==> src/rtl/kf4_pkg.sv <==
// Shared types, constants and the microprogram of the four-state Kalman filter.
// Used by the multiplier, the divider and the top level; depends on nothing.
`default_nettype none

package kf4_pkg;

  // Fixed data format of every field and every internal value.
  localparam int KF4_DW        = 48;
  localparam int KF4_FRAC_BITS = 24;
  localparam int KF4_RW        = KF4_DW - 1;
  localparam int KF4_AW        = 6;
  localparam int KF4_PCW       = 8;

  localparam logic [KF4_DW-1:0] KF4_MAX = {1'b0, {(KF4_DW-1){1'b1}}};
  localparam logic [KF4_DW-1:0] KF4_MIN = {1'b1, {(KF4_DW-1){1'b0}}};

  // Register indexes of the configuration port.
  localparam logic [2:0] REG_MEAS_VAR  = 3'd0;
  localparam logic [2:0] REG_PN0       = 3'd1;
  localparam logic [2:0] REG_PN1       = 3'd2;
  localparam logic [2:0] REG_PN2       = 3'd3;
  localparam logic [2:0] REG_PN3       = 3'd4;
  localparam logic [2:0] REG_INIT_DIAG = 3'd5;

  typedef struct packed {
    logic signed [KF4_DW-1:0] measurement;
    logic signed [KF4_DW-1:0] control;
  } in_data_t;

  typedef struct packed {
    logic signed [KF4_DW-1:0] est_0;
    logic signed [KF4_DW-1:0] est_1;
    logic signed [KF4_DW-1:0] est_2;
    logic signed [KF4_DW-1:0] est_3;
    logic signed [KF4_DW-1:0] gain_0;
    logic signed [KF4_DW-1:0] gain_1;
    logic signed [KF4_DW-1:0] gain_2;
    logic signed [KF4_DW-1:0] gain_3;
    logic signed [KF4_DW-1:0] innovation;
    logic        [KF4_RW-1:0] innov_var;
    logic                     saturated;
  } out_data_t;

  typedef enum logic [2:0] {
    ST_INIT, ST_IDLE, ST_FETCH, ST_EXEC, ST_WAIT, ST_DONE
  } state_t;

  typedef enum logic [2:0] {
    OP_MUL, OP_ADD, OP_SUB, OP_SFIX, OP_DIV, OP_DONE
  } op_t;

  // Operand source: top bit set selects a special value, else a scratch address.
  typedef logic [KF4_AW:0] src_t;

  typedef struct packed {
    op_t                op;
    src_t               a;
    src_t               b;
    logic [KF4_AW-1:0]  dst;
  } ins_t;

  // Special operand sources.
  localparam int SP_N = 16;
  localparam logic [3:0] SP_Z    = 4'd0;
  localparam logic [3:0] SP_U    = 4'd1;
  localparam logic [3:0] SP_R    = 4'd2;
  localparam logic [3:0] SP_Q0   = 4'd3;
  localparam logic [3:0] SP_Q1   = 4'd4;
  localparam logic [3:0] SP_Q2   = 4'd5;
  localparam logic [3:0] SP_Q3   = 4'd6;
  localparam logic [3:0] SP_C01  = 4'd7;
  localparam logic [3:0] SP_C32  = 4'd8;
  localparam logic [3:0] SP_G0   = 4'd9;
  localparam logic [3:0] SP_G1   = 4'd10;
  localparam logic [3:0] SP_G2   = 4'd11;
  localparam logic [3:0] SP_G3   = 4'd12;
  localparam logic [3:0] SP_ACC  = 4'd13;
  localparam logic [3:0] SP_ZERO = 4'd14;

  // Scratch memory map.
  localparam int KF4_MEM_DEPTH = 64;
  localparam logic [KF4_AW-1:0] A_INNOV = 6'd60;
  localparam logic [KF4_AW-1:0] A_S     = 6'd61;
  localparam logic [KF4_AW-1:0] A_T     = 6'd62;
  localparam logic [3:0] A_K_ROW = 4'd5;
  localparam logic [3:0] A_E_ROW = 4'd6;
  localparam int KF4_SWEEP_LEN = 20;

  localparam logic [KF4_PCW-1:0] PC_DONE = 8'd128;

  function automatic src_t sp(input logic [3:0] id);
    return {1'b1, 2'b00, id};
  endfunction

  function automatic src_t ms(input logic [KF4_AW-1:0] addr);
    return {1'b0, addr};
  endfunction

  function automatic logic [KF4_AW-1:0] ax(input int r);
    return 6'(r);
  endfunction

  function automatic logic [KF4_AW-1:0] ap(input int r, input int c);
    return 6'(4 + 4 * r + c);
  endfunction

  function automatic logic [KF4_AW-1:0] ak(input int r);
    return 6'(20 + r);
  endfunction

  function automatic logic [KF4_AW-1:0] ae(input int r);
    return 6'(24 + r);
  endfunction

  function automatic logic [KF4_AW-1:0] aph(input int r, input int c);
    return 6'(28 + 4 * r + c);
  endfunction

  function automatic logic [KF4_AW-1:0] aa(input int r, input int c);
    return 6'(44 + 4 * r + c);
  endfunction

  function automatic ins_t mk(input op_t op, input src_t a, input src_t b,
                              input logic [KF4_AW-1:0] dst);
    ins_t i;
    i.op  = op;
    i.a   = a;
    i.b   = b;
    i.dst = dst;
    return i;
  endfunction

  // Saturating add or subtract; the top bit of the result flags a clip.
  function automatic logic [KF4_DW:0] sat_add(input logic [KF4_DW-1:0] a,
                                              input logic [KF4_DW-1:0] b,
                                              input logic              neg_b);
    logic [KF4_DW:0] s;
    s = neg_b ? ({a[KF4_DW-1], a} - {b[KF4_DW-1], b})
              : ({a[KF4_DW-1], a} + {b[KF4_DW-1], b});
    if (s[KF4_DW] != s[KF4_DW-1]) begin
      return {1'b1, (s[KF4_DW] ? KF4_MIN : KF4_MAX)};
    end
    return {1'b0, s[KF4_DW-1:0]};
  endfunction

  // Microprogram: measurement update, then time update of state and covariance.
  function automatic ins_t prog(input logic [KF4_PCW-1:0] pc);
    ins_t i;
    int   o;
    int   r;
    int   c;
    int   k;
    i = mk(OP_DONE, sp(SP_ZERO), sp(SP_ZERO), A_T);
    o = 0;
    r = 0;
    c = 0;
    k = 0;
    if (pc == 8'd0) begin
      i = mk(OP_SFIX, ms(ap(1, 1)), sp(SP_R), A_S);
    end else if (pc == 8'd1) begin
      i = mk(OP_SUB, sp(SP_Z), ms(ax(1)), A_INNOV);
    end else if (pc < 8'd14) begin
      // Gain, then corrected estimate, one row at a time.
      o = int'(pc) - 2;
      for (int n = 0; n < 4; n++) begin
        if (o >= 3 * n) begin
          r = n;
          k = o - 3 * n;
        end
      end
      case (k)
        0:       i = mk(OP_DIV, ms(ap(r, 1)), sp(SP_ZERO), ak(r));
        1:       i = mk(OP_MUL, ms(ak(r)), ms(A_INNOV), A_T);
        default: i = mk(OP_ADD, ms(ax(r)), sp(SP_ACC), ae(r));
      endcase
    end else if (pc < 8'd46) begin
      // Corrected covariance.
      o = int'(pc) - 14;
      r = o / 8;
      c = (o / 2) % 4;
      if (o % 2 == 0) begin
        i = mk(OP_MUL, ms(ak(r)), ms(ap(1, c)), A_T);
      end else begin
        i = mk(OP_SUB, ms(ap(r, c)), sp(SP_ACC), aph(r, c));
      end
    end else if (pc < 8'd60) begin
      // State prediction.
      o = int'(pc) - 46;
      case (o)
        0:       i = mk(OP_MUL, sp(SP_C01), ms(ae(1)), A_T);
        1:       i = mk(OP_ADD, ms(ae(0)), sp(SP_ACC), A_T);
        2:       i = mk(OP_MUL, sp(SP_G0), sp(SP_U), A_T);
        3:       i = mk(OP_ADD, ms(A_T), sp(SP_ACC), ax(0));
        4:       i = mk(OP_MUL, sp(SP_G1), sp(SP_U), A_T);
        5:       i = mk(OP_ADD, ms(ae(1)), sp(SP_ACC), ax(1));
        6:       i = mk(OP_MUL, sp(SP_C01), ms(ae(3)), A_T);
        7:       i = mk(OP_ADD, ms(ae(2)), sp(SP_ACC), A_T);
        8:       i = mk(OP_MUL, sp(SP_G2), sp(SP_U), A_T);
        9:       i = mk(OP_ADD, ms(A_T), sp(SP_ACC), ax(2));
        10:      i = mk(OP_MUL, sp(SP_C32), ms(ae(2)), A_T);
        11:      i = mk(OP_ADD, ms(ae(3)), sp(SP_ACC), A_T);
        12:      i = mk(OP_MUL, sp(SP_G3), sp(SP_U), A_T);
        default: i = mk(OP_ADD, ms(A_T), sp(SP_ACC), ax(3));
      endcase
    end else if (pc < 8'd88) begin
      // Transition applied to each column of the corrected covariance.
      o = int'(pc) - 60;
      for (int n = 0; n < 4; n++) begin
        if (o >= 7 * n) begin
          c = n;
          k = o - 7 * n;
        end
      end
      case (k)
        0:       i = mk(OP_MUL, sp(SP_C01), ms(aph(1, c)), A_T);
        1:       i = mk(OP_ADD, ms(aph(0, c)), sp(SP_ACC), aa(0, c));
        2:       i = mk(OP_ADD, ms(aph(1, c)), sp(SP_ZERO), aa(1, c));
        3:       i = mk(OP_MUL, sp(SP_C01), ms(aph(3, c)), A_T);
        4:       i = mk(OP_ADD, ms(aph(2, c)), sp(SP_ACC), aa(2, c));
        5:       i = mk(OP_MUL, sp(SP_C32), ms(aph(2, c)), A_T);
        default: i = mk(OP_ADD, ms(aph(3, c)), sp(SP_ACC), aa(3, c));
      endcase
    end else if (pc < PC_DONE) begin
      // Transition applied to each row, plus the process noise.
      o = int'(pc) - 88;
      for (int n = 0; n < 4; n++) begin
        if (o >= 10 * n) begin
          r = n;
          k = o - 10 * n;
        end
      end
      case (k)
        0:       i = mk(OP_MUL, sp(SP_C01), ms(aa(r, 1)), A_T);
        1:       i = mk(OP_ADD, ms(aa(r, 0)), sp(SP_ACC), A_T);
        2:       i = mk(OP_ADD, ms(A_T), sp(SP_Q0), ap(r, 0));
        3:       i = mk(OP_ADD, ms(aa(r, 1)), sp(SP_Q1), ap(r, 1));
        4:       i = mk(OP_MUL, sp(SP_C01), ms(aa(r, 3)), A_T);
        5:       i = mk(OP_ADD, ms(aa(r, 2)), sp(SP_ACC), A_T);
        6:       i = mk(OP_ADD, ms(A_T), sp(SP_Q2), ap(r, 2));
        7:       i = mk(OP_MUL, sp(SP_C32), ms(aa(r, 2)), A_T);
        8:       i = mk(OP_ADD, ms(aa(r, 3)), sp(SP_ACC), A_T);
        default: i = mk(OP_ADD, ms(A_T), sp(SP_Q3), ap(r, 3));
      endcase
    end
    return i;
  endfunction

endpackage

`default_nettype wire

==> src/rtl/kf4_div.sv <==
// Bit-serial restoring divider for the gain: num * 2^FRAC_BITS / den,
// rounded to nearest (ties away from zero) and clipped. Depends on kf4_pkg.
`default_nettype none

module kf4_div import kf4_pkg::*; #(
  parameter int FRAC_BITS = KF4_FRAC_BITS
) (
  input  logic                     clk,
  input  logic                     rst_n,
  input  logic                     start,
  input  logic signed [KF4_DW-1:0] num,
  input  logic        [KF4_RW-1:0] den,
  output logic                     done,
  output logic signed [KF4_DW-1:0] res,
  output logic                     sat
);

  localparam int W  = KF4_DW;
  localparam int N  = W + FRAC_BITS;
  localparam int CW = $clog2(N + 1);

  logic          busy_r;
  logic          done_r;
  logic [CW-1:0] cnt_r;
  logic          neg_r;
  logic [N-1:0]  dvd_r;
  logic [N-1:0]  q_r;
  logic [W-1:0]  rem_r;
  logic [W-2:0]  den_r;
  logic [W-1:0]  res_r;
  logic          sat_r;

  logic [W-1:0]  num_mag;
  logic [W-1:0]  rem_sh;
  logic          ge;
  logic          rnd;
  logic [N:0]    q_rnd;
  logic [N:0]    lim;
  logic          ovf;
  logic [W-1:0]  fin_val;

  // Control: N shift-subtract steps and one rounding step.
  always_ff @(posedge clk) begin
    if (!rst_n) begin
      busy_r <= 1'b0;
      done_r <= 1'b0;
      cnt_r  <= '0;
    end else begin
      done_r <= 1'b0;
      if (start) begin
        busy_r <= 1'b1;
        cnt_r  <= '0;
      end else if (busy_r) begin
        cnt_r <= cnt_r + CW'(1);
        if (cnt_r == CW'(N)) begin
          busy_r <= 1'b0;
          done_r <= 1'b1;
        end
      end
    end
  end

  // Magnitude of the numerator at the data width.
  assign num_mag = num[W-1] ? (W'(0) - num) : num;

  // One quotient bit per step, then round and clip.
  always_comb begin
    rem_sh = {rem_r[W-2:0], dvd_r[N-1]};
    ge     = rem_sh >= {1'b0, den_r};
    rnd    = {rem_r, 1'b0} >= {2'b00, den_r};
    q_rnd  = {1'b0, q_r} + (N+1)'(rnd);
    lim    = (N+1)'(1) << (W - 1);
    ovf    = neg_r ? (q_rnd > lim) : (q_rnd >= lim);
    if (ovf) begin
      fin_val = neg_r ? KF4_MIN : KF4_MAX;
    end else begin
      fin_val = neg_r ? (W'(0) - q_rnd[W-1:0]) : q_rnd[W-1:0];
    end
  end

  always_ff @(posedge clk) begin
    if (start) begin
      dvd_r <= {num_mag, {FRAC_BITS{1'b0}}};
      q_r   <= '0;
      rem_r <= '0;
      den_r <= den;
      neg_r <= num[W-1];
    end else if (busy_r) begin
      if (cnt_r < CW'(N)) begin
        rem_r <= ge ? (rem_sh - {1'b0, den_r}) : rem_sh;
        q_r   <= {q_r[N-2:0], ge};
        dvd_r <= dvd_r << 1;
      end else begin
        res_r <= fin_val;
        sat_r <= ovf;
      end
    end
  end

  assign done = done_r;
  assign res  = res_r;
  assign sat  = sat_r;

endmodule

`default_nettype wire

==> config.mk <==
export PLATFORM = sky130hd
export DESIGN_NAME = kf4_div
export DESIGN_NICKNAME = d
export VERILOG_FILES = /design/src/rtl/kf4_pkg.sv /design/src/rtl/kf4_div.sv
export SDC_FILE = /design/constraint.sdc
export NUM_CORES = 1
export LEC_CHECK = 0
export BUFFER_PORTS_ARGS = -buffer_cell sky130_fd_sc_hd__buf_2
export CAP_MARGIN = 0
export CORE_MARGIN = 3
export CORE_UTILIZATION = 40
export DETAILED_ROUTE_END_ITERATION = 10
export REMOVE_ABC_BUFFERS = 1
export SLEW_MARGIN = 20
export SYNTH_ARGS = -nofsm -noshare
export SYNTH_HDL_FRONTEND = slang
export SYNTH_SLANG_ARGS = --single-unit
==> constraint.sdc <==
create_clock -name clk -period 7.9 [get_ports clk]
set_clock_uncertainty 0.2 [all_clocks]
set_input_delay 0 -clock clk [delete_from_list [all_inputs] [get_ports clk]]
set_output_delay 0 -clock clk [all_outputs]
set_load 0.005 [all_outputs]
* Word level (Yosys, flattened, before mapping)
Cells that the tools add are included.
** Word-level totals
- Output and inout bits :: 50
- Register bits after elaboration :: 274
- Bits of input ports :: 98
** Operators by class
- Bitwise logic cells :: 4
- Add/subtract/negate cells :: 5
- Multiplexer cells :: 13
- Equality and inequality tests :: 1
- Order comparisons :: 5
- Reductions and logical operators :: 7
** Operators by type and width (number)
- 48-bit two-way mux :: 5
- 72-bit two-way mux :: 3
- 1-bit by 48-bit subtractor with 48-bit output (first input constant) :: 2
- 72-bit by 1-bit adder with 73-bit output :: 1
- 73-bit by 48-bit greater-or-equal comparator with 1-bit output (second input constant) :: 1
- 73-bit by 48-bit > comparator with 1-bit output (second input constant) :: 1
- 49-bit by 47-bit greater-or-equal comparator with 1-bit output :: 1
- 48-bit by 47-bit greater-or-equal comparator with 1-bit output :: 1
- 48-bit by 47-bit subtractor with 48-bit output :: 1
- 7-bit by 1-bit adder with 7-bit output (second input constant) :: 1
- 7-bit equality test (second input constant) :: 1
- 7-bit less-than comparator (second input constant) :: 1
- 1-bit two-way mux :: 5
- 1-bit NOT :: 4
- 2-bit AND reduction :: 2
- 2-bit nonzero test :: 2
- 3-bit AND reduction :: 1
- 3-bit OR reduction :: 1
- 2-bit OR reduction :: 1

* Longest topological paths before layout
- Depth in word-level cells :: 5
- Depth in mapped cells :: 26
- Mapped depth without buffers :: 24

* Worst setup path before layout
Ideal clock, no wire load.
- Path type :: reg2reg
- Start :: register den_r[18]
- End :: register res_r[36], in the netlist res[36], data pin
- Clock period less this slack :: 5.744 ns
- Setup time :: 0.190 ns
- Arrival :: 5.353 ns
- Stages on the path, launching flop included :: 26
- Path slack :: 2.156 ns
- Path through :: edfxtp_1 -> inv_1 -> ha_1 -> clkbuf_1 -> a21o_1 -> a21o_1 -> a21o_1 -> a21o_1 -> a21oi_1 -> o21ai_0 -> o21ai_0 -> a21oi_1 -> o41a_1 -> ha_1 -> ha_1 -> nand2_1 -> buf_1 -> nor3_1 -> o32a_1 -> a21o_1 -> or3_1 -> nor4_1 -> nand4_1 -> a211o_1 -> and2_4 -> a2111oi_2
** Between the ends
- Longest elaborated chain between the ends :: 5
** Ends and longest elaborated chain
- from (decl) :: RTL line kf4_div.sv:29 : logic [W-2:0] den_r;
- from (signal assigned) :: RTL line kf4_div.sv:86 : den_r <= den;
- 49-bit by 47-bit greater-or-equal comparator with 1-bit output * :: RTL line kf4_div.sv:70 : rnd = {rem_r, 1'b0} >= {2'b00, den_r};
- 72-bit by 1-bit adder with 73-bit output * :: RTL line kf4_div.sv:71 : q_rnd = {1'b0, q_r} + (N+1)'(rnd);
- 73-bit by 48-bit greater-or-equal comparator with 1-bit output, or another cell as far along :: RTL line kf4_div.sv:73 : ovf = neg_r ? (q_rnd > lim) : (q_rnd >= lim);
- 1-bit two-way mux or 48-bit two-way mux (tied branches) :: RTL line kf4_div.sv:73, kf4_div.sv:77
- 48-bit two-way mux * :: RTL line kf4_div.sv:74 : if (ovf) begin
- named net fin_val[36] :: RTL line kf4_div.sv:40 : logic [W-1:0] fin_val;
- to (signal assigned) :: RTL line kf4_div.sv:94 : res_r <= fin_val;
- to (decl) :: RTL line kf4_div.sv:30 : logic [W-1:0] res_r;
Mark *: on every way through the listed nets, which the timed path passes. The rest lies on a longest branch.
A chain may end at the register's enable or synchronous reset.

* Worst setup path after layout
- Start :: register den_r[33]
- End :: register res_r[36], in the netlist res[36], data pin
The elaborated chain is that of the path after synthesis.

==> results_dict.tcl <==
set metrics [dict create \
    yosys_warnings 0 \
    syn_inst 1944 \
    critPathMaxFanout 24 \
    cts_root_buffer "clkbuf_16" \
    grt_pass1_wl_mm 78.4 \
    area_growth_syn_to_layout_pct 23.4 \
    grt_pass1_vias 15106 \
    path_clk_slew_ps 60 \
    cts.sinks 274 \
    via_per_inst 5.69 \
    p_per_area_mw_per_mm2 167 \
    wire_per_inst_um 17.5 \
    vias 15727 \
    yosysSeqAreaShare_pct 40.4 \
    final_cell_mix "dlygate4sd3_1, a21oi_1, nand2_1" \
    drcViolationCount 0 \
    yosysUniqueCellTypes 81 \
    tns_ps 0 \
    final_common_cell "dlygate4sd3_1" \
    timing.fmax_mhz 138 \
    maxCapViolCount 0 \
    die-area_sq_mm 0.0454 \
    core_area_sq_mm 0.0421 \
    finalMaxSlewViolations 0 \
    postSynth.asyncResetShare_pct 0 \
    grt_overflow 0 \
    finalCritPeriodShare_pct 91.4 \
    ant_nets 0 \
    final_net_count 2350 \
    start_util_pct 40.7 \
    cp-end-kind "register" \
    die_w_um 213 \
    die_y_um 213 \
    post-route-min-period_ps 7220 \
    n_antenna_cell 0 \
    hpwlAfterDp_mm 32.6 \
    setup_viol 0 \
    cts_tree "yes" \
    cts_buffers 35 \
    cts.htree.levels 2 \
    relSlewSlack_pct 32.5 \
    min_path_type "input port to register" \
    hold_viol_final 0 \
    worst_slew_pin_slew_ps 1010 \
    first_pass_iters 5 \
    dpl_worst_slack_ps 612 \
    syn_area_per_cell_sq_um 8.83 \
    clock_latency_ps 560 \
    place_congestion 0.924 \
    fillers 3923 \
    outcome "completed" \
    synth-seq-cells 274 \
    peakVddDrop_uv 170 \
    setup_ws_ps 677 \
    r2r_setup_slack_ps 680 \
    ys.flop_type "edfxtp_1" \
    cp-start-kind "register" \
    rsz0062_at_grt "no" \
    synth_area_sq_mm 0.0172 \
    port_buffers 147 \
    crit_type "register to register" \
    cp.arrival_ps 7370 \
    grt_max_degree 81 \
    rows 75 \
    ios 148 \
    track_usage_pct 21.0 \
    drive_gt1_share_pct 12.0 \
    drtIter0Drc 1116 \
    required_ps 8040 \
    wirelength_mm 48.2 \
    synth_edf_count 145 \
    p_leak_nw 8.18 \
    antenna_found_initial 0 \
    clk_path_buf_depth 3 \
]
path summary, 6_finish.rpt:
path | startpoint | to | cells after the start
setup reg to reg | den_r[33]$_DFFE_PP_ | res[36]$_DFFE_PP_ | 22
setup / recovery | den_r[33]$_DFFE_PP_ | res[36]$_DFFE_PP_ | 22
hold / removal | rst_n | done$_SDFF_PP0_ | 4
hold reg to reg | rem_r[47]$_SDFFE_PP0P_ | rem_r[47]$_SDFFE_PP0P_ | 2
registers in the layout (all words and copies together), names as in the netlist:
| register | cells |
|---|---|
| q_r | 72 |
| dvd_r | 48 |
| rem_r | 48 |
| res | 48 |
| den_r | 47 |
| cnt_r | 7 |
| busy_r | 1 |
| done | 1 |
| neg_r | 1 |
| sat | 1 |
per-layer routing:
metal,global-route usage [%],part of all wire (%),up-vias
met3,3.03,5.3,97
met2,34.7,47,455
met4,7.16,2.8,0
met1,28.3,45,7413
met5,0,0,-
li1,-,-,7762
worst max-delay path: stages, from the launching register on:
cell and delay (ps):
edfxtp_1 330, inv_1 40, ha_1 410, nand4_1 280, nor3_1 360, nand4_1 190, nor3_1 230, nand3b_1 170
a21o_1 100, o41a_1 250, ha_1 240, ha_1 280, nand2_1 290, nor4_4 330, buf_4 200, nand3_2 180
or4_1 570, o31ai_1 90, nand4_1 120, or4_1 830, a211o_1 630, and2_4 320, a2111oi_2 350
power by group:
part / internal [mW] / switching [mW]
clock network: 0.967 / 0.648
registers: 1.55 / 0.0160
logic: 0.163 / 0.196
total: 2.69 / 0.860
cell usage after synthesis (all sizes together) (25+ instances only):
master / count / area share [%]
a21o: 29 / 1.3
a21oi: 161 / 4.7
a22o: 60 / 3.1
buf: 25 / 0.73
clkbuf: 101 / 2.2
dfxtp: 129 / 15
edfxtp: 145 / 25
ha: 53 / 3.9
inv: 79 / 1.7
nand2: 147 / 3.2
nand3: 67 / 2.0
nand4: 53 / 2.0
nor2: 141 / 3.1
nor3: 60 / 1.8
nor4: 36 / 1.5
o21ai: 145 / 4.2
xnor2: 73 / 3.7
xor2: 90 / 4.6
layout make-up:
| type | instances | area, sq um | area share (%) |
|---|---|---|---|
| clock inverters | 22 | 209 | 0.986 |
| well taps | 539 | 674 | 3.18 |
| multi-input cells | 1465 | 9460 | 44.6 |
| flip-flops and latches | 274 | 6940 | 32.7 |
| inverters | 79 | 297 | 1.40 |
| repair buffers | 343 | 2660 | 12.5 |
| clock buffers | 42 | 955 | 4.51 |
stage by stage:
step	cells	total power, mW	instance area (sq um)	utilization (%)	hold slack (ps)
after global routing	2764	3.69	21200	50.3	163
after global placement	2519	1.87	18200	43.2	-24.1
final	2764	3.55	21200	50.3	139
after floorplan	1818	1.76	16700	-	-128
after detailed placement	2519	1.87	18200	43.2	-21.9
after CTS	2761	3.58	21200	50.2	102
timing repair:
action,in CTS,in global routing
gates resized for setup,0,0
hold buffers,178,0
setup endpoints to repair,0,3
endpoints found under the hold margin,118,0
buffers inserted,0,3
logic make-up after synthesis:
kind of cell	share of synthesized area (%)
and+or+nand+nor	19.2
AOI/OAI and AO/OA	22.2
DFF	40.4
buffers and inverters	4.67
xor gates and xnor gates	8.32
adders and majority gates	3.98
muxes	1.29
Power figures use the tool's default switching activity.
