File: src/rtl/kf4_pkg.sv
// Shared types, constants and the microprogram of the four-state Kalman filter.
// Used by the multiplier, the divider and the top level; depends on nothing.
`default_nettype none

package kf4_pkg;

  // Fixed data format of every field and every internal value.
  localparam int KF4_DW        = 48;
  localparam int KF4_FRAC_BITS = 24;
  localparam int KF4_RW        = KF4_DW - 1;
  localparam int KF4_AW        = 6;
  localparam int KF4_PCW       = 8;

  localparam logic [KF4_DW-1:0] KF4_MAX = {1'b0, {(KF4_DW-1){1'b1}}};
  localparam logic [KF4_DW-1:0] KF4_MIN = {1'b1, {(KF4_DW-1){1'b0}}};

  // Register indexes of the configuration port.
  localparam logic [2:0] REG_MEAS_VAR  = 3'd0;
  localparam logic [2:0] REG_PN0       = 3'd1;
  localparam logic [2:0] REG_PN1       = 3'd2;
  localparam logic [2:0] REG_PN2       = 3'd3;
  localparam logic [2:0] REG_PN3       = 3'd4;
  localparam logic [2:0] REG_INIT_DIAG = 3'd5;

  typedef struct packed {
    logic signed [KF4_DW-1:0] measurement;
    logic signed [KF4_DW-1:0] control;
  } in_data_t;

  typedef struct packed {
    logic signed [KF4_DW-1:0] est_0;
    logic signed [KF4_DW-1:0] est_1;
    logic signed [KF4_DW-1:0] est_2;
    logic signed [KF4_DW-1:0] est_3;
    logic signed [KF4_DW-1:0] gain_0;
    logic signed [KF4_DW-1:0] gain_1;
    logic signed [KF4_DW-1:0] gain_2;
    logic signed [KF4_DW-1:0] gain_3;
    logic signed [KF4_DW-1:0] innovation;
    logic        [KF4_RW-1:0] innov_var;
    logic                     saturated;
  } out_data_t;

  typedef enum logic [2:0] {
    ST_INIT, ST_IDLE, ST_FETCH, ST_EXEC, ST_WAIT, ST_DONE
  } state_t;

  typedef enum logic [2:0] {
    OP_MUL, OP_ADD, OP_SUB, OP_SFIX, OP_DIV, OP_DONE
  } op_t;

  // Operand source: top bit set selects a special value, else a scratch address.
  typedef logic [KF4_AW:0] src_t;

  typedef struct packed {
    op_t                op;
    src_t               a;
    src_t               b;
    logic [KF4_AW-1:0]  dst;
  } ins_t;

  // Special operand sources.
  localparam int SP_N = 16;
  localparam logic [3:0] SP_Z    = 4'd0;
  localparam logic [3:0] SP_U    = 4'd1;
  localparam logic [3:0] SP_R    = 4'd2;
  localparam logic [3:0] SP_Q0   = 4'd3;
  localparam logic [3:0] SP_Q1   = 4'd4;
  localparam logic [3:0] SP_Q2   = 4'd5;
  localparam logic [3:0] SP_Q3   = 4'd6;
  localparam logic [3:0] SP_C01  = 4'd7;
  localparam logic [3:0] SP_C32  = 4'd8;
  localparam logic [3:0] SP_G0   = 4'd9;
  localparam logic [3:0] SP_G1   = 4'd10;
  localparam logic [3:0] SP_G2   = 4'd11;
  localparam logic [3:0] SP_G3   = 4'd12;
  localparam logic [3:0] SP_ACC  = 4'd13;
  localparam logic [3:0] SP_ZERO = 4'd14;

  // Scratch memory map.
  localparam int KF4_MEM_DEPTH = 64;
  localparam logic [KF4_AW-1:0] A_INNOV = 6'd60;
  localparam logic [KF4_AW-1:0] A_S     = 6'd61;
  localparam logic [KF4_AW-1:0] A_T     = 6'd62;
  localparam logic [3:0] A_K_ROW = 4'd5;
  localparam logic [3:0] A_E_ROW = 4'd6;
  localparam int KF4_SWEEP_LEN = 20;

  localparam logic [KF4_PCW-1:0] PC_DONE = 8'd128;

  function automatic src_t sp(input logic [3:0] id);
    return {1'b1, 2'b00, id};
  endfunction

  function automatic src_t ms(input logic [KF4_AW-1:0] addr);
    return {1'b0, addr};
  endfunction

  function automatic logic [KF4_AW-1:0] ax(input int r);
    return 6'(r);
  endfunction

  function automatic logic [KF4_AW-1:0] ap(input int r, input int c);
    return 6'(4 + 4 * r + c);
  endfunction

  function automatic logic [KF4_AW-1:0] ak(input int r);
    return 6'(20 + r);
  endfunction

  function automatic logic [KF4_AW-1:0] ae(input int r);
    return 6'(24 + r);
  endfunction

  function automatic logic [KF4_AW-1:0] aph(input int r, input int c);
    return 6'(28 + 4 * r + c);
  endfunction

  function automatic logic [KF4_AW-1:0] aa(input int r, input int c);
    return 6'(44 + 4 * r + c);
  endfunction

  function automatic ins_t mk(input op_t op, input src_t a, input src_t b,
                              input logic [KF4_AW-1:0] dst);
    ins_t i;
    i.op  = op;
    i.a   = a;
    i.b   = b;
    i.dst = dst;
    return i;
  endfunction

  // Saturating add or subtract; the top bit of the result flags a clip.
  function automatic logic [KF4_DW:0] sat_add(input logic [KF4_DW-1:0] a,
                                              input logic [KF4_DW-1:0] b,
                                              input logic              neg_b);
    logic [KF4_DW:0] s;
    s = neg_b ? ({a[KF4_DW-1], a} - {b[KF4_DW-1], b})
              : ({a[KF4_DW-1], a} + {b[KF4_DW-1], b});
    if (s[KF4_DW] != s[KF4_DW-1]) begin
      return {1'b1, (s[KF4_DW] ? KF4_MIN : KF4_MAX)};
    end
    return {1'b0, s[KF4_DW-1:0]};
  endfunction

  // Microprogram: measurement update, then time update of state and covariance.
  function automatic ins_t prog(input logic [KF4_PCW-1:0] pc);
    ins_t i;
    int   o;
    int   r;
    int   c;
    int   k;
    i = mk(OP_DONE, sp(SP_ZERO), sp(SP_ZERO), A_T);
    o = 0;
    r = 0;
    c = 0;
    k = 0;
    if (pc == 8'd0) begin
      i = mk(OP_SFIX, ms(ap(1, 1)), sp(SP_R), A_S);
    end else if (pc == 8'd1) begin
      i = mk(OP_SUB, sp(SP_Z), ms(ax(1)), A_INNOV);
    end else if (pc < 8'd14) begin
      // Gain, then corrected estimate, one row at a time.
      o = int'(pc) - 2;
      for (int n = 0; n < 4; n++) begin
        if (o >= 3 * n) begin
          r = n;
          k = o - 3 * n;
        end
      end
      case (k)
        0:       i = mk(OP_DIV, ms(ap(r, 1)), sp(SP_ZERO), ak(r));
        1:       i = mk(OP_MUL, ms(ak(r)), ms(A_INNOV), A_T);
        default: i = mk(OP_ADD, ms(ax(r)), sp(SP_ACC), ae(r));
      endcase
    end else if (pc < 8'd46) begin
      // Corrected covariance.
      o = int'(pc) - 14;
      r = o / 8;
      c = (o / 2) % 4;
      if (o % 2 == 0) begin
        i = mk(OP_MUL, ms(ak(r)), ms(ap(1, c)), A_T);
      end else begin
        i = mk(OP_SUB, ms(ap(r, c)), sp(SP_ACC), aph(r, c));
      end
    end else if (pc < 8'd60) begin
      // State prediction.
      o = int'(pc) - 46;
      case (o)
        0:       i = mk(OP_MUL, sp(SP_C01), ms(ae(1)), A_T);
        1:       i = mk(OP_ADD, ms(ae(0)), sp(SP_ACC), A_T);
        2:       i = mk(OP_MUL, sp(SP_G0), sp(SP_U), A_T);
        3:       i = mk(OP_ADD, ms(A_T), sp(SP_ACC), ax(0));
        4:       i = mk(OP_MUL, sp(SP_G1), sp(SP_U), A_T);
        5:       i = mk(OP_ADD, ms(ae(1)), sp(SP_ACC), ax(1));
        6:       i = mk(OP_MUL, sp(SP_C01), ms(ae(3)), A_T);
        7:       i = mk(OP_ADD, ms(ae(2)), sp(SP_ACC), A_T);
        8:       i = mk(OP_MUL, sp(SP_G2), sp(SP_U), A_T);
        9:       i = mk(OP_ADD, ms(A_T), sp(SP_ACC), ax(2));
        10:      i = mk(OP_MUL, sp(SP_C32), ms(ae(2)), A_T);
        11:      i = mk(OP_ADD, ms(ae(3)), sp(SP_ACC), A_T);
        12:      i = mk(OP_MUL, sp(SP_G3), sp(SP_U), A_T);
        default: i = mk(OP_ADD, ms(A_T), sp(SP_ACC), ax(3));
      endcase
    end else if (pc < 8'd88) begin
      // Transition applied to each column of the corrected covariance.
      o = int'(pc) - 60;
      for (int n = 0; n < 4; n++) begin
        if (o >= 7 * n) begin
          c = n;
          k = o - 7 * n;
        end
      end
      case (k)
        0:       i = mk(OP_MUL, sp(SP_C01), ms(aph(1, c)), A_T);
        1:       i = mk(OP_ADD, ms(aph(0, c)), sp(SP_ACC), aa(0, c));
        2:       i = mk(OP_ADD, ms(aph(1, c)), sp(SP_ZERO), aa(1, c));
        3:       i = mk(OP_MUL, sp(SP_C01), ms(aph(3, c)), A_T);
        4:       i = mk(OP_ADD, ms(aph(2, c)), sp(SP_ACC), aa(2, c));
        5:       i = mk(OP_MUL, sp(SP_C32), ms(aph(2, c)), A_T);
        default: i = mk(OP_ADD, ms(aph(3, c)), sp(SP_ACC), aa(3, c));
      endcase
    end else if (pc < PC_DONE) begin
      // Transition applied to each row, plus the process noise.
      o = int'(pc) - 88;
      for (int n = 0; n < 4; n++) begin
        if (o >= 10 * n) begin
          r = n;
          k = o - 10 * n;
        end
      end
      case (k)
        0:       i = mk(OP_MUL, sp(SP_C01), ms(aa(r, 1)), A_T);
        1:       i = mk(OP_ADD, ms(aa(r, 0)), sp(SP_ACC), A_T);
        2:       i = mk(OP_ADD, ms(A_T), sp(SP_Q0), ap(r, 0));
        3:       i = mk(OP_ADD, ms(aa(r, 1)), sp(SP_Q1), ap(r, 1));
        4:       i = mk(OP_MUL, sp(SP_C01), ms(aa(r, 3)), A_T);
        5:       i = mk(OP_ADD, ms(aa(r, 2)), sp(SP_ACC), A_T);
        6:       i = mk(OP_ADD, ms(A_T), sp(SP_Q2), ap(r, 2));
        7:       i = mk(OP_MUL, sp(SP_C32), ms(aa(r, 2)), A_T);
        8:       i = mk(OP_ADD, ms(aa(r, 3)), sp(SP_ACC), A_T);
        default: i = mk(OP_ADD, ms(A_T), sp(SP_Q3), ap(r, 3));
      endcase
    end
    return i;
  endfunction

endpackage

`default_nettype wire

File: src/rtl/kf4_mul.sv
// Multi-cycle fixed-point multiplier: four half-width partial products, then
// rounding to nearest (ties away from zero) and clipping. Depends on kf4_pkg.
`default_nettype none

module kf4_mul import kf4_pkg::*; #(
  parameter int FRAC_BITS = KF4_FRAC_BITS
) (
  input  logic                     clk,
  input  logic                     rst_n,
  input  logic                     start,
  input  logic signed [KF4_DW-1:0] a,
  input  logic signed [KF4_DW-1:0] b,
  output logic                     done,
  output logic signed [KF4_DW-1:0] res,
  output logic                     sat
);

  localparam int W  = KF4_DW;
  localparam int H  = (W + 1) / 2;
  localparam int PW = 2 * W;

  logic          busy_r;
  logic          done_r;
  logic [2:0]    cnt_r;
  logic          neg_r;
  logic [W-1:0]  ua_r;
  logic [W-1:0]  ub_r;
  logic [2*H-1:0] pp_r;
  logic [1:0]    shc_r;
  logic [PW-1:0] acc_r;
  logic [W-1:0]  res_r;
  logic          sat_r;

  logic [PW:0]   rnd_sum;
  logic [PW:0]   rnd_mag;
  logic [PW:0]   lim;
  logic          ovf;
  logic [W-1:0]  rnd_val;

  function automatic logic [H-1:0] half(input logic [W-1:0] v, input logic hi);
    return hi ? H'(v >> H) : v[H-1:0];
  endfunction

  // Control: one start, the working steps, one done pulse.
  always_ff @(posedge clk) begin
    if (!rst_n) begin
      busy_r <= 1'b0;
      done_r <= 1'b0;
      cnt_r  <= 3'd0;
    end else begin
      done_r <= 1'b0;
      if (start) begin
        busy_r <= 1'b1;
        cnt_r  <= 3'd0;
      end else if (busy_r) begin
        cnt_r <= cnt_r + 3'd1;
        if (cnt_r == 3'd5) begin
          busy_r <= 1'b0;
          done_r <= 1'b1;
        end
      end
    end
  end

  // Rounding and clipping of the accumulated magnitude.
  always_comb begin
    rnd_sum = {1'b0, acc_r} + ((PW+1)'(1) << (FRAC_BITS - 1));
    rnd_mag = rnd_sum >> FRAC_BITS;
    lim     = (PW+1)'(1) << (W - 1);
    ovf     = neg_r ? (rnd_mag > lim) : (rnd_mag >= lim);
    if (ovf) begin
      rnd_val = neg_r ? KF4_MIN : KF4_MAX;
    end else begin
      rnd_val = neg_r ? (W'(0) - rnd_mag[W-1:0]) : rnd_mag[W-1:0];
    end
  end

  // Datapath: each partial product is registered and accumulated in the next cycle.
  always_ff @(posedge clk) begin
    if (start) begin
      ua_r  <= a[W-1] ? (W'(0) - a) : a;
      ub_r  <= b[W-1] ? (W'(0) - b) : b;
      neg_r <= a[W-1] ^ b[W-1];
      acc_r <= '0;
    end else if (busy_r) begin
      if (cnt_r < 3'd4) begin
        pp_r  <= half(ua_r, cnt_r[1]) * half(ub_r, cnt_r[0]);
        shc_r <= 2'(cnt_r[1]) + 2'(cnt_r[0]);
      end
      if (cnt_r >= 3'd1 && cnt_r <= 3'd4) begin
        acc_r <= acc_r + (PW'(pp_r) << (H * int'(shc_r)));
      end
      if (cnt_r == 3'd5) begin
        res_r <= rnd_val;
        sat_r <= ovf;
      end
    end
  end

  assign done = done_r;
  assign res  = res_r;
  assign sat  = sat_r;

endmodule

`default_nettype wire

File: config.mk
export PLATFORM = sky130hd
export DESIGN_NAME = kf4_mul
export DESIGN_NICKNAME = d
export VERILOG_FILES = /design/src/rtl/kf4_pkg.sv /design/src/rtl/kf4_mul.sv
export SDC_FILE = /design/constraint.sdc
export NUM_CORES = 2
export LEC_CHECK = 0
export BUFFER_PORTS_ARGS = -buffer_cell sky130_fd_sc_hd__buf_2
export CAP_MARGIN = 20
export CORE_ASPECT_RATIO = 0.8
export CORE_UTILIZATION = 54
export CTS_BUF_LIST = sky130_fd_sc_hd__clkbuf_4 sky130_fd_sc_hd__clkbuf_8
export CTS_CLUSTER_DIAMETER = 120
export CTS_CLUSTER_SIZE = 20
export DETAILED_ROUTE_END_ITERATION = 12
export PLACE_DENSITY = 0.74
export SLEW_MARGIN = 30
export SYNTH_ARGS = -nofsm -noshare
export SYNTH_HDL_FRONTEND = slang
export SYNTH_SLANG_ARGS = --single-unit
export TNS_END_PERCENT = 30
File: constraint.sdc
create_clock -name clk -period 9.11 [get_ports clk]
set_input_delay 0.4555 -clock clk [delete_from_list [all_inputs] [get_ports clk]]
set_output_delay 0.4555 -clock clk [all_outputs]
set_load 0.1 [all_outputs]
* After elaboration in Yosys (flattened, before gate mapping) *
Index checks and enable logic that the tools add are counted.
Widths: inputs -> output; s select.

operators by class
  shifts and indexed selects = 1
  $lt $le $gt $ge = 5
  muxes and demuxes = 12
  add/subtract/negate cells = 7
  multipliers = 2
  bitwise operators = 4
  equal/unequal tests = 1
  divide/modulo/power cells = 0
  reduce and logical (&&, ||, !) cells = 6

operators with widths
  operator                number
  $mux 48                 3
  $sub 1x48->48 const A   3
  $add 96x24->97 const B  1
  $add 96x96->96          1
  $shl 48x7->96           1
  $mux 47                 2
  $ge 73x48->1 const B    1
  $gt 73x48->1 const B    1
  $mul 24x24->48          1
  $mux 24                 2
  $reduce_and 3->1        2
  $mux 1                  5
  $mul 2x2->4 const A     1
  $add 3x1->3 const B     1
  $eq 3x3->1 const B      1
  $ge 3x1->1 const B      1
  $le 3x3->1 const B      1
  $lt 3x3->1 const B      1
  $not 1->1               3
  $reduce_or 3->1         1
  $add 1x1->2             1
  $reduce_and 2->1        1
  $reduce_or 2->1         1
  $logic_and 1x1->1       1
  $xor 1x1->1             1

word-level totals
  bits in read-only memories = 0
  logic and storage cells = 51
  memory bits (writable) = 0
  bits of input ports = 99
  bits in registers = 297
  memories kept = 0
  latch bits = 0

* Logic depth before layout (Yosys ltp) *
  depth in word-level cells = 4
  mapped depth = 34

* Worst setup path after synthesis *
No wires, ideal clock.

  path type = register to register
  start = register cnt_r[0]
  end = register pp_r[44], data pin
  arrival time = 8.471 ns
  library setup time = 0.260 ns
  slack = 0.379 ns
  period minus slack after synthesis = 8.731 ns
  cell stages (with the launch flop) = 33
  path buffers = 3
  cells stage by stage = dfxtp_1 clkbuf_1 clkbuf_1 mux2i_1 clkbuf_1 nor2_1 fa_1 fa_1 inv_1 fa_1 inv_1 fa_1 inv_1 fa_1 inv_1 fa_1 inv_1 fa_1 inv_1 ha_1 nand3_1 nor4_1 a211o_1 o211ai_1 and2_1 a31o_2 nor2_1 a211oi_1 o21ai_0 a311o_1 a211o_1 a21oi_1 xnor2_1

between the ends
  longest elaborated chain between the ends = 2

ends and longest elaborated chain
  what                      line           RTL
  start: declaration        kf4_mul.sv:24  logic [2:0] cnt_r;
  start signal: assignment  kf4_mul.sv:56  cnt_r <= cnt_r + 3'd1;
  $mux 24                   kf4_mul.sv:41  return hi ? H'(v >> H) : v[H-1:0];
  $mul 24x24->48            kf4_mul.sv:87  pp_r <= half(ua_r, cnt_r[1]) * half(ub_r, cnt_r[0]);
  end signal: assignment    kf4_mul.sv:87
  end: declaration          kf4_mul.sv:28  logic [2*H-1:0] pp_r;

Every way passes these cells.
A chain may end at the register's enable or synchronous reset.

* Worst setup path in the final report *
  start = register cnt_r[1]
  end = register pp_r[46], data pin

The elaborated chain is that of the path after synthesis.

==> results_dict.tcl <==
set metrics [dict create \
    min_to "ub_r[0]" \
    synth_area_leader_cell "fa_1" \
    grt_pass1_wl_um 189000 \
    die_y_um 248 \
    slew-limit-headroom 0.264 \
    cp-startpoint "cnt_r[1]" \
    synth-seq-cells 297 \
    synth_nets 5585 \
    hold_path.class "input port to flip-flop" \
    critical_path.max_stage_delay_ns 0.62 \
    cts-root-buf "clkbuf_8" \
    ys_top_cells_by_area "fa_1, edfxtp_1, ha_1" \
    cts_sinks 297 \
    cts_buffers 19 \
    cp_max_fo 26 \
    crit_family "adder cells" \
    cp.required_ns 9.51 \
    hold_depth 1 \
    synth_top_area_frac 0.238 \
    synth_cell_type_count 82 \
    finalClockSkew_ns 0.0691 \
    syn_inst 4725 \
    wl_per_cell_um 21.2 \
    fin_crit_ns 8.81 \
    first_pass_iters 8 \
    rsz0062_at_grt "true" \
    yosysWarnings 0 \
    synth_top_family_by_area "adder cells" \
    worstReg2RegEnd "pp_r[46]" \
    drt_iter0_markers 3909 \
    routed_wl_um 122000 \
    outcome "finished clean" \
    vias 34566 \
    io_buffers 148 \
    reg2reg_from "cnt_r[1]" \
    die-area_mm2 0.0764 \
    drc_errors 0 \
    ys_seq_area_frac 0.194 \
    synth_compound_area_frac 0.131 \
    hold_ws_ns 0.0853 \
    critPathKind "flip-flop to flip-flop" \
    drtAntennaViolNets 0 \
    start_kind "flip-flop" \
    grt_use_total 0.320 \
    globalplace.congestion 1.02 \
    synth_edf_count 196 \
    final_cell_mix "nand2_1, inv_1, fa_1, nor2_1, ha_1" \
    dp_hpwl_um 100000 \
    insertion_delay_ns 0.67 \
    synth-adder-area-share 0.323 \
    async_reset_ff_frac 0 \
    crit_buf_inv 9 \
    synth.area.mux_share 0.0379 \
    avgSynthCellArea_um2 8.61 \
    layout.nets 5622 \
    coreArea_mm2 0.0742 \
    fin_ws_ns 0.297 \
    r2r_slack_ns 0.30 \
    cts_tree "built" \
    finalMaxSlewViolations 0 \
    worst_slew_pin_slew_ns 1.09 \
    area_delta_synth_final_pct 5.96 \
    grt_max_degree 76 \
    grt_pass1_vias 32613 \
    cts_htree_levels 1 \
    drive_gt1_frac 0.0878 \
    fin_crit_sh 0.967 \
    synthXorXnorAreaFrac 0.0654 \
    drv_cap 0 \
    row_count 89 \
    post_drt_via_cell_ratio 5.98 \
    initial_core_util 0.549 \
    clk_pin_slew_ns 0.13 \
    antenna_found_initial 5 \
    fmax_mhz 113 \
    cp.arrival_ns 9.22 \
    cts_buffer_depth 3 \
    place_ws_ns -0.0122 \
    path_common_cell "fa_1" \
    final_common_cell "nand2_1" \
    dieWidth_um 309 \
    synth-main-ff-cell "edfxtp_1" \
    synth-simple-area-share 0.170 \
    hp-start "b[0]" \
    hold_viol_final 0 \
    num_io_pins 149 \
    critPathSlowestCell "dfxtp_4" \
    postCtsHoldBufs 0 \
    setup_viol 0 \
    r2r_cells 30 \
    syn_area_mm2 0.0407 \
    endpoint_kind "flip-flop" \
    overflow 0 \
]
registers in the layout (all words and copies together), names as in the netlist:
register / cells
ua_r: 48
shc_r: 2
cnt_r: 3
neg_r: 1
pp_r: 48
acc_r: 96
busy_r: 1
done: 1
ub_r: 48
res: 48
sat: 1
synthesized netlist by cell type (7+ instances only):
master,count
a21oi_1,244
mux2_2,72
or3_1,33
ha_1,278
a22oi_1,7
nor2_1,479
a31oi_1,45
inv_1,603
buf_1,20
xor2_1,87
nor2b_1,31
a21boi_0,10
nor4_1,16
o31ai_1,41
buf_2,11
clkbuf_1,200
and3_1,53
o211ai_1,7
o21bai_1,28
o22ai_1,40
or4_1,13
mux2i_1,73
a21o_1,84
o21a_1,31
a2111oi_0,7
and4_1,13
edfxtp_1,196
o41ai_1,15
fa_1,483
or2_2,12
dfxtp_1,101
and2_1,24
o21ai_0,177
nand4_1,60
nand2_1,607
nand2b_1,31
a211oi_1,25
or3_4,8
nor3_1,49
a22o_1,27
nand3_1,86
xnor2_1,217
a221o_1,7
timing repair:
item | in CTS | in global routing
setup endpoints to repair | 2 | 9
gates resized for setup | 1 | 6
buffers inserted | 0 | 0
kinds of logic (layout without fill, tap and decap cells):
| group | after synthesis | count (layout) |
|---|---|---|
| other | 0 | 2 |
| AO/OA/AOI/OAI | 837 | 837 |
| multiplexers | 145 | 145 |
| XOR/XNOR | 304 | 304 |
| buffers and inverters | 838 | 887 |
| flip-flops | 297 | 297 |
| AND/OR/NAND/NOR | 1543 | 1543 |
| adder cells (fa/ha/maj) | 761 | 761 |
stage by stage:
stage	util	instance area [µm²]	setup TNS, ns	instances
global placement	0.576	42700	0	5742
global route	0.581	43100	-0.00928	5776
finish	0.581	43100	0	5777
detailed placement	0.576	42700	-0.0122	5742
floorplan	-	40700	0	4725
CTS	0.581	43100	0	5775
worst max path at each step:
| stage | end | slack (ns) | cells after the start |
|---|---|---|---|
| after global placement | pp_r[47] | 0.17 | 31 |
| after detailed placement | pp_r[47] | -0.01 | 31 |
| after CTS | pp_r[47] | 0.08 | 31 |
| after global routing | pp_r[46] | -0.009 | 32 |
| after floorplan | pp_r[44] | 0.38 | 32 |
| final | pp_r[46] | 0.30 | 30 |
layout make-up:
| class | instances | area [µm²] |
|---|---|---|
| clock buffers | 31 | 352 |
| fillers | 6756 | 31100 |
| diodes | 2 | 5.00 |
| well taps | 1001 | 1250 |
| inverters | 605 | 2270 |
| clock inverters | 2 | 32.5 |
| multi-input cells | 3590 | 29700 |
| flip-flops and latches | 297 | 7920 |
| repair buffers | 249 | 1620 |
metal layers:
layer	global-route usage	vias up	part of all wire
li1	-	15790	-
met1	0.473	16752	0.44
met2	0.449	1819	0.40
met3	0.104	201	0.13
met4	0.0773	4	0.026
met5	0.00566	-	0.00067
Power is not shown: default switching activity piles up to over one toggle a cycle in this logic, so the estimate is an artifact.
